### src/sv/touch_region_hit_table_top_macros.svh
// Assertion macros for the touch region hit table.
`ifndef TOUCH_REGION_HIT_TABLE_TOP_MACROS_SVH
`define TOUCH_REGION_HIT_TABLE_TOP_MACROS_SVH
`ifndef SYNTHESIS
`define TRHT_ASSERT_SAME(lbl, clk, rst_n, ante, cons) \
    lbl: assert property (@(posedge clk) disable iff (!rst_n) (ante) |-> (cons)) \
        else $error("trht: assertion failed");
`define TRHT_ASSERT_NEXT(lbl, clk, rst_n, ante, cons) \
    lbl: assert property (@(posedge clk) disable iff (!rst_n) (ante) |=> (cons)) \
        else $error("trht: assertion failed");
`else
`define TRHT_ASSERT_SAME(lbl, clk, rst_n, ante, cons)
`define TRHT_ASSERT_NEXT(lbl, clk, rst_n, ante, cons)
`endif
`endif

### src/sv/trht_pkg.sv
// Shared types, codes and constants of the touch region hit table.
package trht_pkg;

    localparam int ENTRIES_DEF    = 16;
    localparam int COORD_BITS_DEF = 12;
    localparam int COORD_W        = 12;
    localparam int TYPE_W         = 3;
    localparam int HID_W          = 8;
    localparam int COUNT_W        = 5;

    typedef enum logic [1:0] {
        K_REGISTER = 2'd0,
        K_REMOVE   = 2'd1,
        K_CHECK    = 2'd2,
        K_CLEAR    = 2'd3
    } t_kind;

    typedef enum logic [1:0] {
        ST_OK       = 2'd0,
        ST_NO_MATCH = 2'd1,
        ST_FULL     = 2'd2
    } t_status;

    localparam logic [TYPE_W-1:0] EV_SWIPE_FIRST = 3'd1;
    localparam logic [TYPE_W-1:0] EV_SWIPE_LAST  = 3'd4;

    typedef struct packed {
        logic load_in;
        logic compare;
        logic apply;
    } t_cmd;

    function automatic logic is_swipe(input logic [TYPE_W-1:0] ev);
        return (ev >= EV_SWIPE_FIRST) && (ev <= EV_SWIPE_LAST);
    endfunction

endpackage

### src/sv/trht_if.sv
// Request and response channel interfaces of the touch region hit table.
interface trht_req_if import trht_pkg::*; ();
    logic               valid;
    logic               ready;
    logic [1:0]         kind;
    logic [TYPE_W-1:0]  event_type;
    logic [COORD_W-1:0] x_start;
    logic [COORD_W-1:0] x_stop;
    logic [COORD_W-1:0] y_start;
    logic [COORD_W-1:0] y_stop;
    logic [HID_W-1:0]   handler_id;
    logic [COORD_W-1:0] x_pos;
    logic [COORD_W-1:0] y_pos;

    modport source (
        output valid, kind, event_type, x_start, x_stop, y_start, y_stop,
               handler_id, x_pos, y_pos,
        input  ready
    );
    modport sink (
        input  valid, kind, event_type, x_start, x_stop, y_start, y_stop,
               handler_id, x_pos, y_pos,
        output ready
    );
endinterface

interface trht_rsp_if import trht_pkg::*; ();
    logic               valid;
    logic               ready;
    logic               hit;
    logic [HID_W-1:0]   handler_out;
    logic [1:0]         status;
    logic [COUNT_W-1:0] entry_count;

    modport source (
        output valid, hit, handler_out, status, entry_count,
        input  ready
    );
    modport sink (
        input  valid, hit, handler_out, status, entry_count,
        output ready
    );
endinterface

### src/sv/trht_ctrl.sv
// Sequencer of the touch region hit table: handshakes and compare/apply steps.
module trht_ctrl import trht_pkg::*; (
    input  logic i_clk,
    input  logic i_rst_n,
    input  logic i_in_valid,
    output logic o_in_ready,
    output logic o_out_valid,
    input  logic i_out_ready,
    output t_cmd o_cmd
);

    typedef enum logic [1:0] {
        S_IDLE,
        S_MATCH,
        S_APPLY
    } t_state;

    t_state r_state;
    t_state n_state;
    logic   r_out_valid;
    logic   n_out_valid;
    logic   out_free;
    logic   accept;

    assign out_free   = !r_out_valid || i_out_ready;
    assign o_in_ready = (r_state == S_IDLE) || ((r_state == S_APPLY) && out_free);
    assign accept     = i_in_valid && o_in_ready;

    assign o_cmd.load_in = accept;
    assign o_cmd.compare = (r_state == S_MATCH);
    assign o_cmd.apply   = (r_state == S_APPLY) && out_free;

    always_comb begin
        n_state     = r_state;
        n_out_valid = r_out_valid;
        if (i_out_ready) begin
            n_out_valid = 1'b0;
        end
        unique case (r_state)
            S_IDLE: begin
                if (accept) begin
                    n_state = S_MATCH;
                end
            end
            S_MATCH: begin
                n_state = S_APPLY;
            end
            S_APPLY: begin
                if (out_free) begin
                    n_out_valid = 1'b1;
                    n_state     = accept ? S_MATCH : S_IDLE;
                end
            end
            default: begin
                n_state = S_IDLE;
            end
        endcase
    end

    always_ff @(posedge i_clk) begin
        if (!i_rst_n) begin
            r_state     <= S_IDLE;
            r_out_valid <= 1'b0;
        end else begin
            r_state     <= n_state;
            r_out_valid <= n_out_valid;
        end
    end

    assign o_out_valid = r_out_valid;

endmodule

### src/sv/trht_dp.sv
// Datapath of the touch region hit table: entry rows, match flags, result register.
`include "touch_region_hit_table_top_macros.svh"
module trht_dp import trht_pkg::*; #(
    parameter int ENTRIES    = ENTRIES_DEF,
    parameter int COORD_BITS = COORD_BITS_DEF
) (
    input  logic               i_clk,
    input  logic               i_rst_n,
    input  t_cmd               i_cmd,
    input  logic [1:0]         i_kind,
    input  logic [TYPE_W-1:0]  i_event_type,
    input  logic [COORD_W-1:0] i_x_start,
    input  logic [COORD_W-1:0] i_x_stop,
    input  logic [COORD_W-1:0] i_y_start,
    input  logic [COORD_W-1:0] i_y_stop,
    input  logic [HID_W-1:0]   i_handler_id,
    input  logic [COORD_W-1:0] i_x_pos,
    input  logic [COORD_W-1:0] i_y_pos,
    output logic               o_hit,
    output logic [HID_W-1:0]   o_handler_out,
    output logic [1:0]         o_status,
    output logic [COUNT_W-1:0] o_entry_count
);

    localparam int IDX_W = (ENTRIES > 1) ? $clog2(ENTRIES) : 1;
    localparam int CNT_W = $clog2(ENTRIES + 1);
    localparam int EXT_W = CNT_W + COUNT_W;

    typedef struct packed {
        logic [TYPE_W-1:0]     etype;
        logic [COORD_BITS-1:0] xs;
        logic [COORD_BITS-1:0] xe;
        logic [COORD_BITS-1:0] ys;
        logic [COORD_BITS-1:0] ye;
        logic [HID_W-1:0]      hid;
    } t_entry;

    t_entry                r_tab [ENTRIES];
    t_entry                r_req;
    t_kind                 r_kind;
    logic [COORD_BITS-1:0] r_px;
    logic [COORD_BITS-1:0] r_py;
    logic [ENTRIES-1:0]    r_flags;
    logic [ENTRIES-1:0]    n_flags;
    logic [CNT_W-1:0]      r_count;
    logic [CNT_W-1:0]      n_count;
    logic                  r_hit;
    logic [HID_W-1:0]      r_hout;
    t_status               r_status;
    t_status               n_status;
    logic [COUNT_W-1:0]    r_ocount;
    logic [EXT_W-1:0]      count_ext;
    logic [IDX_W-1:0]      idx;
    logic                  any;
    logic                  room;

    always_ff @(posedge i_clk) begin
        if (i_cmd.load_in) begin
            r_kind    <= t_kind'(i_kind);
            r_req.etype <= i_event_type;
            r_req.xs  <= COORD_BITS'(i_x_start);
            r_req.xe  <= COORD_BITS'(i_x_stop);
            r_req.ys  <= COORD_BITS'(i_y_start);
            r_req.ye  <= COORD_BITS'(i_y_stop);
            r_req.hid <= i_handler_id;
            r_px      <= COORD_BITS'(i_x_pos);
            r_py      <= COORD_BITS'(i_y_pos);
        end
    end

    // per-entry compare, masked by fill count
    always_comb begin
        logic same_rect;
        logic in_rect;
        logic cond;
        for (int i = 0; i < ENTRIES; i++) begin
            same_rect = (r_tab[i].etype == r_req.etype) && (r_tab[i].xs == r_req.xs) &&
                        (r_tab[i].xe == r_req.xe) && (r_tab[i].ys == r_req.ys) &&
                        (r_tab[i].ye == r_req.ye);
            in_rect   = (r_px >= r_tab[i].xs) && (r_px <= r_tab[i].xe) &&
                        (r_py >= r_tab[i].ys) && (r_py <= r_tab[i].ye);
            cond = 1'b0;
            case (r_kind)
                K_REGISTER: cond = same_rect;
                K_REMOVE:   cond = same_rect && (r_tab[i].hid == r_req.hid);
                K_CHECK:    cond = (r_tab[i].etype == r_req.etype) &&
                                   (is_swipe(r_tab[i].etype) || in_rect);
                default:    cond = 1'b0;
            endcase
            n_flags[i] = cond && (CNT_W'(i) < r_count);
        end
    end

    always_ff @(posedge i_clk) begin
        if (i_cmd.compare) begin
            r_flags <= n_flags;
        end
    end

    // first matching entry
    always_comb begin
        idx = '0;
        for (int i = ENTRIES - 1; i >= 0; i--) begin
            if (r_flags[i]) begin
                idx = IDX_W'(i);
            end
        end
    end

    assign any  = |r_flags;
    assign room = r_count < CNT_W'(ENTRIES);

    always_comb begin
        n_count  = r_count;
        n_status = ST_OK;
        unique case (r_kind)
            K_REGISTER: begin
                if (!any) begin
                    if (room) begin
                        n_count = r_count + CNT_W'(1);
                    end else begin
                        n_status = ST_FULL;
                    end
                end
            end
            K_REMOVE: begin
                if (any) begin
                    n_count = r_count - CNT_W'(1);
                end else begin
                    n_status = ST_NO_MATCH;
                end
            end
            K_CHECK: begin
                n_count = r_count;
            end
            K_CLEAR: begin
                n_count = '0;
            end
        endcase
    end

    always_ff @(posedge i_clk) begin
        if (i_cmd.apply) begin
            if (r_kind == K_REGISTER) begin
                for (int i = 0; i < ENTRIES; i++) begin
                    if (any && (idx == IDX_W'(i))) begin
                        r_tab[i].hid <= r_req.hid;
                    end else if (!any && room && (r_count == CNT_W'(i))) begin
                        r_tab[i] <= r_req;
                    end
                end
            end
            if ((r_kind == K_REMOVE) && any) begin
                for (int i = 0; i < ENTRIES - 1; i++) begin
                    if (IDX_W'(i) >= idx) begin
                        r_tab[i] <= r_tab[i + 1];
                    end
                end
            end
        end
    end

    assign count_ext = EXT_W'(n_count);

    always_ff @(posedge i_clk) begin
        if (i_cmd.apply) begin
            r_hit    <= (r_kind == K_CHECK) && any;
            r_hout   <= ((r_kind == K_CHECK) && any) ? r_tab[idx].hid : '0;
            r_status <= n_status;
            r_ocount <= count_ext[COUNT_W-1:0];
        end
    end

    always_ff @(posedge i_clk) begin
        if (!i_rst_n) begin
            r_count <= '0;
        end else if (i_cmd.apply) begin
            r_count <= n_count;
        end
    end

    assign o_hit         = r_hit;
    assign o_handler_out = r_hout;
    assign o_status      = r_status;
    assign o_entry_count = r_ocount;

    `TRHT_ASSERT_SAME(a_count_range, i_clk, i_rst_n, 1'b1, r_count <= CNT_W'(ENTRIES))
    `TRHT_ASSERT_NEXT(a_clear_empties, i_clk, i_rst_n, i_cmd.apply && (r_kind == K_CLEAR), r_count == '0)
    `TRHT_ASSERT_NEXT(a_append_grows, i_clk, i_rst_n, i_cmd.apply && (r_kind == K_REGISTER) && !any && room, r_count == $past(r_count) + CNT_W'(1))
    `TRHT_ASSERT_NEXT(a_hit_only_check, i_clk, i_rst_n, i_cmd.apply && (r_kind != K_CHECK), !r_hit && (r_hout == '0))

endmodule

### src/sv/touch_region_hit_table_top.sv
// Top level of the touch region hit table.
//
//   port    | dir | role
//   --------+-----+----------------------------------------------------
//   i_req   | in  | item: register, remove, check or clear
//   o_rsp   | out | one result per item: hit, handler, status, count
//
// An item passes a compare step, which checks all rows in parallel into a
// registered flag vector, then an apply step, which selects the first flag and
// updates the rows. The next item can be taken during the current apply step.
// Reset clears the sequencer, result valid and fill count; rows stay undefined.
// The apply step waits while an earlier result is still held in the output
// register; no new item is taken until the apply step completes.
module touch_region_hit_table_top import trht_pkg::*; #(
    parameter int ENTRIES    = ENTRIES_DEF,
    parameter int COORD_BITS = COORD_BITS_DEF
) (
    input  logic            i_clk,
    input  logic            i_rst_n,
    trht_req_if.sink        i_req,
    trht_rsp_if.source      o_rsp
);

    t_cmd cmd;

    trht_ctrl u_ctrl (
        .i_clk       (i_clk),
        .i_rst_n     (i_rst_n),
        .i_in_valid  (i_req.valid),
        .o_in_ready  (i_req.ready),
        .o_out_valid (o_rsp.valid),
        .i_out_ready (o_rsp.ready),
        .o_cmd       (cmd)
    );

    trht_dp #(
        .ENTRIES    (ENTRIES),
        .COORD_BITS (COORD_BITS)
    ) u_dp (
        .i_clk         (i_clk),
        .i_rst_n       (i_rst_n),
        .i_cmd         (cmd),
        .i_kind        (i_req.kind),
        .i_event_type  (i_req.event_type),
        .i_x_start     (i_req.x_start),
        .i_x_stop      (i_req.x_stop),
        .i_y_start     (i_req.y_start),
        .i_y_stop      (i_req.y_stop),
        .i_handler_id  (i_req.handler_id),
        .i_x_pos       (i_req.x_pos),
        .i_y_pos       (i_req.y_pos),
        .o_hit         (o_rsp.hit),
        .o_handler_out (o_rsp.handler_out),
        .o_status      (o_rsp.status),
        .o_entry_count (o_rsp.entry_count)
    );

endmodule

### src/flat_wrapper.sv
// flat-port wrapper written by rule: the top's interface ports become plain ports
module touch_region_hit_table_top_flat import trht_pkg::*;
#(
    parameter int ENTRIES    = ENTRIES_DEF,
    parameter int COORD_BITS = COORD_BITS_DEF
)
  (i_clk, i_rst_n, i_req_valid, i_req_kind, i_req_event_type, i_req_x_start, i_req_x_stop, i_req_y_start, i_req_y_stop, i_req_handler_id, i_req_x_pos, i_req_y_pos, i_req_ready, o_rsp_valid, o_rsp_hit, o_rsp_handler_out, o_rsp_status, o_rsp_entry_count, o_rsp_ready);
  trht_req_if i_req_i ();
  trht_rsp_if o_rsp_i ();
  input  logic i_clk;
  input  logic i_rst_n;
  input wire logic [$bits(i_req_i.valid)-1:0] i_req_valid;
  input wire logic [$bits(i_req_i.kind)-1:0] i_req_kind;
  input wire logic [$bits(i_req_i.event_type)-1:0] i_req_event_type;
  input wire logic [$bits(i_req_i.x_start)-1:0] i_req_x_start;
  input wire logic [$bits(i_req_i.x_stop)-1:0] i_req_x_stop;
  input wire logic [$bits(i_req_i.y_start)-1:0] i_req_y_start;
  input wire logic [$bits(i_req_i.y_stop)-1:0] i_req_y_stop;
  input wire logic [$bits(i_req_i.handler_id)-1:0] i_req_handler_id;
  input wire logic [$bits(i_req_i.x_pos)-1:0] i_req_x_pos;
  input wire logic [$bits(i_req_i.y_pos)-1:0] i_req_y_pos;
  output wire logic [$bits(i_req_i.ready)-1:0] i_req_ready;
  output wire logic [$bits(o_rsp_i.valid)-1:0] o_rsp_valid;
  output wire logic [$bits(o_rsp_i.hit)-1:0] o_rsp_hit;
  output wire logic [$bits(o_rsp_i.handler_out)-1:0] o_rsp_handler_out;
  output wire logic [$bits(o_rsp_i.status)-1:0] o_rsp_status;
  output wire logic [$bits(o_rsp_i.entry_count)-1:0] o_rsp_entry_count;
  input wire logic [$bits(o_rsp_i.ready)-1:0] o_rsp_ready;
  assign i_req_i.valid = i_req_valid;
  assign i_req_i.kind = i_req_kind;
  assign i_req_i.event_type = i_req_event_type;
  assign i_req_i.x_start = i_req_x_start;
  assign i_req_i.x_stop = i_req_x_stop;
  assign i_req_i.y_start = i_req_y_start;
  assign i_req_i.y_stop = i_req_y_stop;
  assign i_req_i.handler_id = i_req_handler_id;
  assign i_req_i.x_pos = i_req_x_pos;
  assign i_req_i.y_pos = i_req_y_pos;
  assign i_req_ready = i_req_i.ready;
  assign o_rsp_valid = o_rsp_i.valid;
  assign o_rsp_hit = o_rsp_i.hit;
  assign o_rsp_handler_out = o_rsp_i.handler_out;
  assign o_rsp_status = o_rsp_i.status;
  assign o_rsp_entry_count = o_rsp_i.entry_count;
  assign o_rsp_i.ready = o_rsp_ready;
  touch_region_hit_table_top #(.ENTRIES(ENTRIES), .COORD_BITS(COORD_BITS)) u_core (.i_clk(i_clk), .i_rst_n(i_rst_n), .i_req(i_req_i), .o_rsp(o_rsp_i));
endmodule
### config.mk
export PLATFORM = sky130hd
export DESIGN_NAME = touch_region_hit_table_top_flat
export DESIGN_NICKNAME = d
export VERILOG_FILES = /design/src/sv/trht_pkg.sv /design/src/sv/trht_if.sv /design/src/sv/trht_ctrl.sv /design/src/sv/trht_dp.sv /design/src/sv/touch_region_hit_table_top.sv /design/src/flat_wrapper.sv
export VERILOG_INCLUDE_DIRS = /design/src /design/src/sv
export SDC_FILE = /design/constraint.sdc
export NUM_CORES = 2
export LEC_CHECK = 0
export ABC_CLOCK_PERIOD_IN_PS = 8570
export BUFFER_PORTS_ARGS = -buffer_cell sky130_fd_sc_hd__buf_2
export CAP_MARGIN = 20
export CORE_UTILIZATION = 38
export DETAILED_ROUTE_END_ITERATION = 8
export HOLD_SLACK_MARGIN = 0.05
export PLACE_DENSITY = 0.61
export SETUP_SLACK_MARGIN = 0.02
export SLEW_MARGIN = 20
export SYNTH_ARGS = -nofsm -noshare
export SYNTH_HDL_FRONTEND = slang
export SYNTH_SLANG_ARGS = --single-unit
### constraint.sdc
create_clock -name i_clk -period 8.57 [get_ports i_clk]
set_clock_uncertainty 0.2 [all_clocks]
set_input_delay 0.857 -clock i_clk [delete_from_list [all_inputs] [get_ports i_clk]]
set_output_delay 0.857 -clock i_clk [all_outputs]
set_load 0.05 [all_outputs]
==> out/qor.csv <==
metric,value,unit
vias,61224,
synth_area_leaders,"edfxtp_1 43%, ha_1 13%, xor2_1 6.6%",
root_buffer,clkbuf_16,
initial_core_util,38.32,%
drt-initial-drc-count,6854,
utilization,42.70,%
fill_cells,18759,
firstDrtPassIters,6,
syn_area,0.07480,mm^2
yosysTopAreaCellShare,42.59,%
nets,8482,
htree_levels,4,
period_share,57.73,%
seq_area,0.03202,mm^2
gp_congestion,1.181,
multi_input_area,0.03815,mm^2
start_kind,flip-flop,
grt.overflow.total,0,
power_density,156.7,mW/mm^2
cts_resized,0,
grt_pass1_wl,418500,um
fp-row-count,162,
clk_pin_slew,60,ps
drc,0,
worstPathArrival,5350,ps
cp.buffers_inverters,3,
dieArea,0.1986,mm^2
die_w,445.7,um
worst_slew_pin_slew,1164,ps
cts_tree,yes,
clk-insertion-delay-late,820,ps
syn_to_final_growth,11.42,%
detail-route-antenna-nets,0,
clkSinkCount,1069,
ir_drop,0.1793,mV
syn-num-nets,8444,
grt_pass1_vias,58935,
worst_slew_margin_rel,21.53,%
status,finished clean,
async_reset_ff_share,0,%
avgViaCountPerCell,5.922,
hold_class,input pin to flip-flop,
wire_per_inst,28.76,um
hold-path-cell-count,1,
leakage,33.60,nW
ff2ff_path_depth,10,
yosysWarnings,0,
endpoint_kind,flip-flop,
grt_util_all_layers,29.32,%
ys_ff_latch,1069,
synth-seq-area-share,42.81,%
dp_hpwl,228500,um
synth_top_flop_cell,edfxtp_1,
die_h,445.7,um
clock.fmax,202.1,MHz
routed_wl,297300,um
path_class,flip-flop to flip-flop,
period_minus_slack,4948,ps
synth-edff-count,1061,
synthCells,7581,
io_buffers,106,
holdWs,83.20,ps
antenna_found_initial,4,
path_depth,10,
max-clock-path-buffers,3,
synth_area_leader_cell,edfxtp_1,
setup_viol,0,
synth.avg_cell_area,9.867,um^2
io_pins,107,
cts_buffers,131,
crit_family,simple AND/OR/NAND/NOR gates,
cp_slowest_cell,buf_4,
core,0.1952,mm^2
drive_gt1_share,7.016,%
finalHoldViolCount,0,
crit_chain,"buf_4, nor4_2, nand2_1, nor2_2, nand2_1, o211ai_1, buf_4, o21ai_4, buf_12, o22ai_1",
synth.distinct_cells,73,
slew_violations,0,
required,8970,ps
grt_max_degree,187,
rsz0062_at_grt,no,
crit_path_max_fanout,186,
cp_slowest_stage_delay,740,ps
max-cap-violations,0,
finalSetupTns,0,ps
per-layer routing:
layer | GRT usage (%) | wire [um]
met1 | 38.71 | 121600
met2 | 44.82 | 129500
met3 | 4.592 | 24980
met4 | 18.44 | 21230
met5 | 0 | 18
what timing repair did:
item                                   in CTS  in global routing
hold buffers                               85                  0
endpoints found under the hold margin      85                  0
setup buffers                               0                  0
cell type report:
cell class                      instances  area share, %
Multi-Input combinational cell       5224          45.78
Clock buffer                          161          4.119
Tap cell                             2624          3.939
Antenna cell                            3       0.009007
Inverter                              820          3.693
Clock inverter                         64         0.6575
Sequential cell                      1069          38.42
Timing Repair Buffer                  373          3.387
worst register-to-register path, cell delays in order, from the launching register on:
cell and delay [ps]:
edfxtp_1 400, buf_4 260, nor4_2 560, nand2_1 260
nor2_2 670, nand2_1 320, o211ai_1 290, buf_4 740
o21ai_4 170, buf_12 260, o22ai_1 630
cell families (layout without fill, tap and decap cells):
family / Yosys count / after routing / share of synthesized area [%]
AO/OA/AOI/OAI: 1800 / 1800 / 15.32
XOR/XNOR: 962 / 962 / 11.26
adder cells (fa/ha/maj): 774 / 774 / 12.95
buffers and inverters: 1288 / 1418 / 6.632
flip-flops: 1069 / 1069 / 42.81
multiplexers: 18 / 18 / 0.2693
other: 0 / 3 / 0
AND/OR/NAND/NOR: 1670 / 1670 / 10.76
cell usage in the layout (no fill, tap or decap), types with 133 or more instances in the layout:
cell type  netlist  final
a21o_1         151    151
a21oi_1        185    181
buf_4            1    176
clkbuf_16        0    133
edfxtp_1      1061   1061
ha_1           774    774
inv_1          819    817
nand2_1        814    806
nand4_1        212    212
nor4_1         184    184
o21ai_0        450    443
o22ai_1        400    399
o31ai_1        154    153
xnor2_1        398    398
xor2_1         564    564
cell usage after synthesis, types with 65 or more instances:
cell type	number
inv_1	819
nand3_1	105
ha_1	774
nor4_1	184
o21ai_1	72
buf_2	92
o22ai_1	400
a21o_1	151
clkbuf_1	337
o211ai_1	87
edfxtp_1	1061
xnor2_1	398
nor2_1	102
and2_1	65
o21ai_0	450
o31ai_1	154
xor2_1	564
nand2_1	814
nand4_1	212
a21oi_1	185
flip-flops by register name (all words and copies together) (netlist names):
name,count
u_core.u_dp.o_hit,1
u_core.u_dp.r_kind,2
u_core.u_dp.r_req,59
u_core.u_dp.o_handler_out,8
u_core.u_dp.o_entry_count,5
u_core.u_dp.o_status,2
u_core.u_ctrl.o_out_valid,1
u_core.u_ctrl.r_state,2
u_core.u_dp.r_count,5
u_core.u_dp.r_flags,16
u_core.u_dp.r_px,12
u_core.u_dp.r_tab,944
u_core.u_dp.r_py,12
through the flow:
stage	total power [mW]	setup WS [ps]	cells	instance area, um^2
2_1_floorplan	6.967	1692	7581	74800
3_3_place_gp	7.653	3775	10025	78500
3_5_place_dp	7.695	3753	10025	78500
4_1_cts	13.06	3745	10335	83330
5_1_grt	13.40	3431	10335	83340
6_report	13.06	3622	10338	83350
power breakdown:
part	total, mW	switching, mW	internal, mW
sequential	5.88	0.0665	5.82
combinational	1.79	1.22	0.564
clock	5.39	2.33	3.05
total	13.1	3.62	9.43
worst paths after layout:
kind	start	to	slack, ps
max reg2reg	u_core.u_dp.r_flags[3]$_DFFE_PN_	u_core.u_dp.r_tab[12][27]$_DFFE_PP_	3620
min	i_req_y_start[6]	u_core.u_dp.r_req[26]$_DFFE_PP_	80
min reg2reg	u_core.u_ctrl.r_state[1]$_SDFFE_PN0P_	u_core.u_ctrl.r_state[1]$_SDFFE_PN0P_	330
max	u_core.u_dp.r_flags[3]$_DFFE_PN_	u_core.u_dp.r_tab[12][27]$_DFFE_PP_	3620
Power figures use the tool's default switching activity.
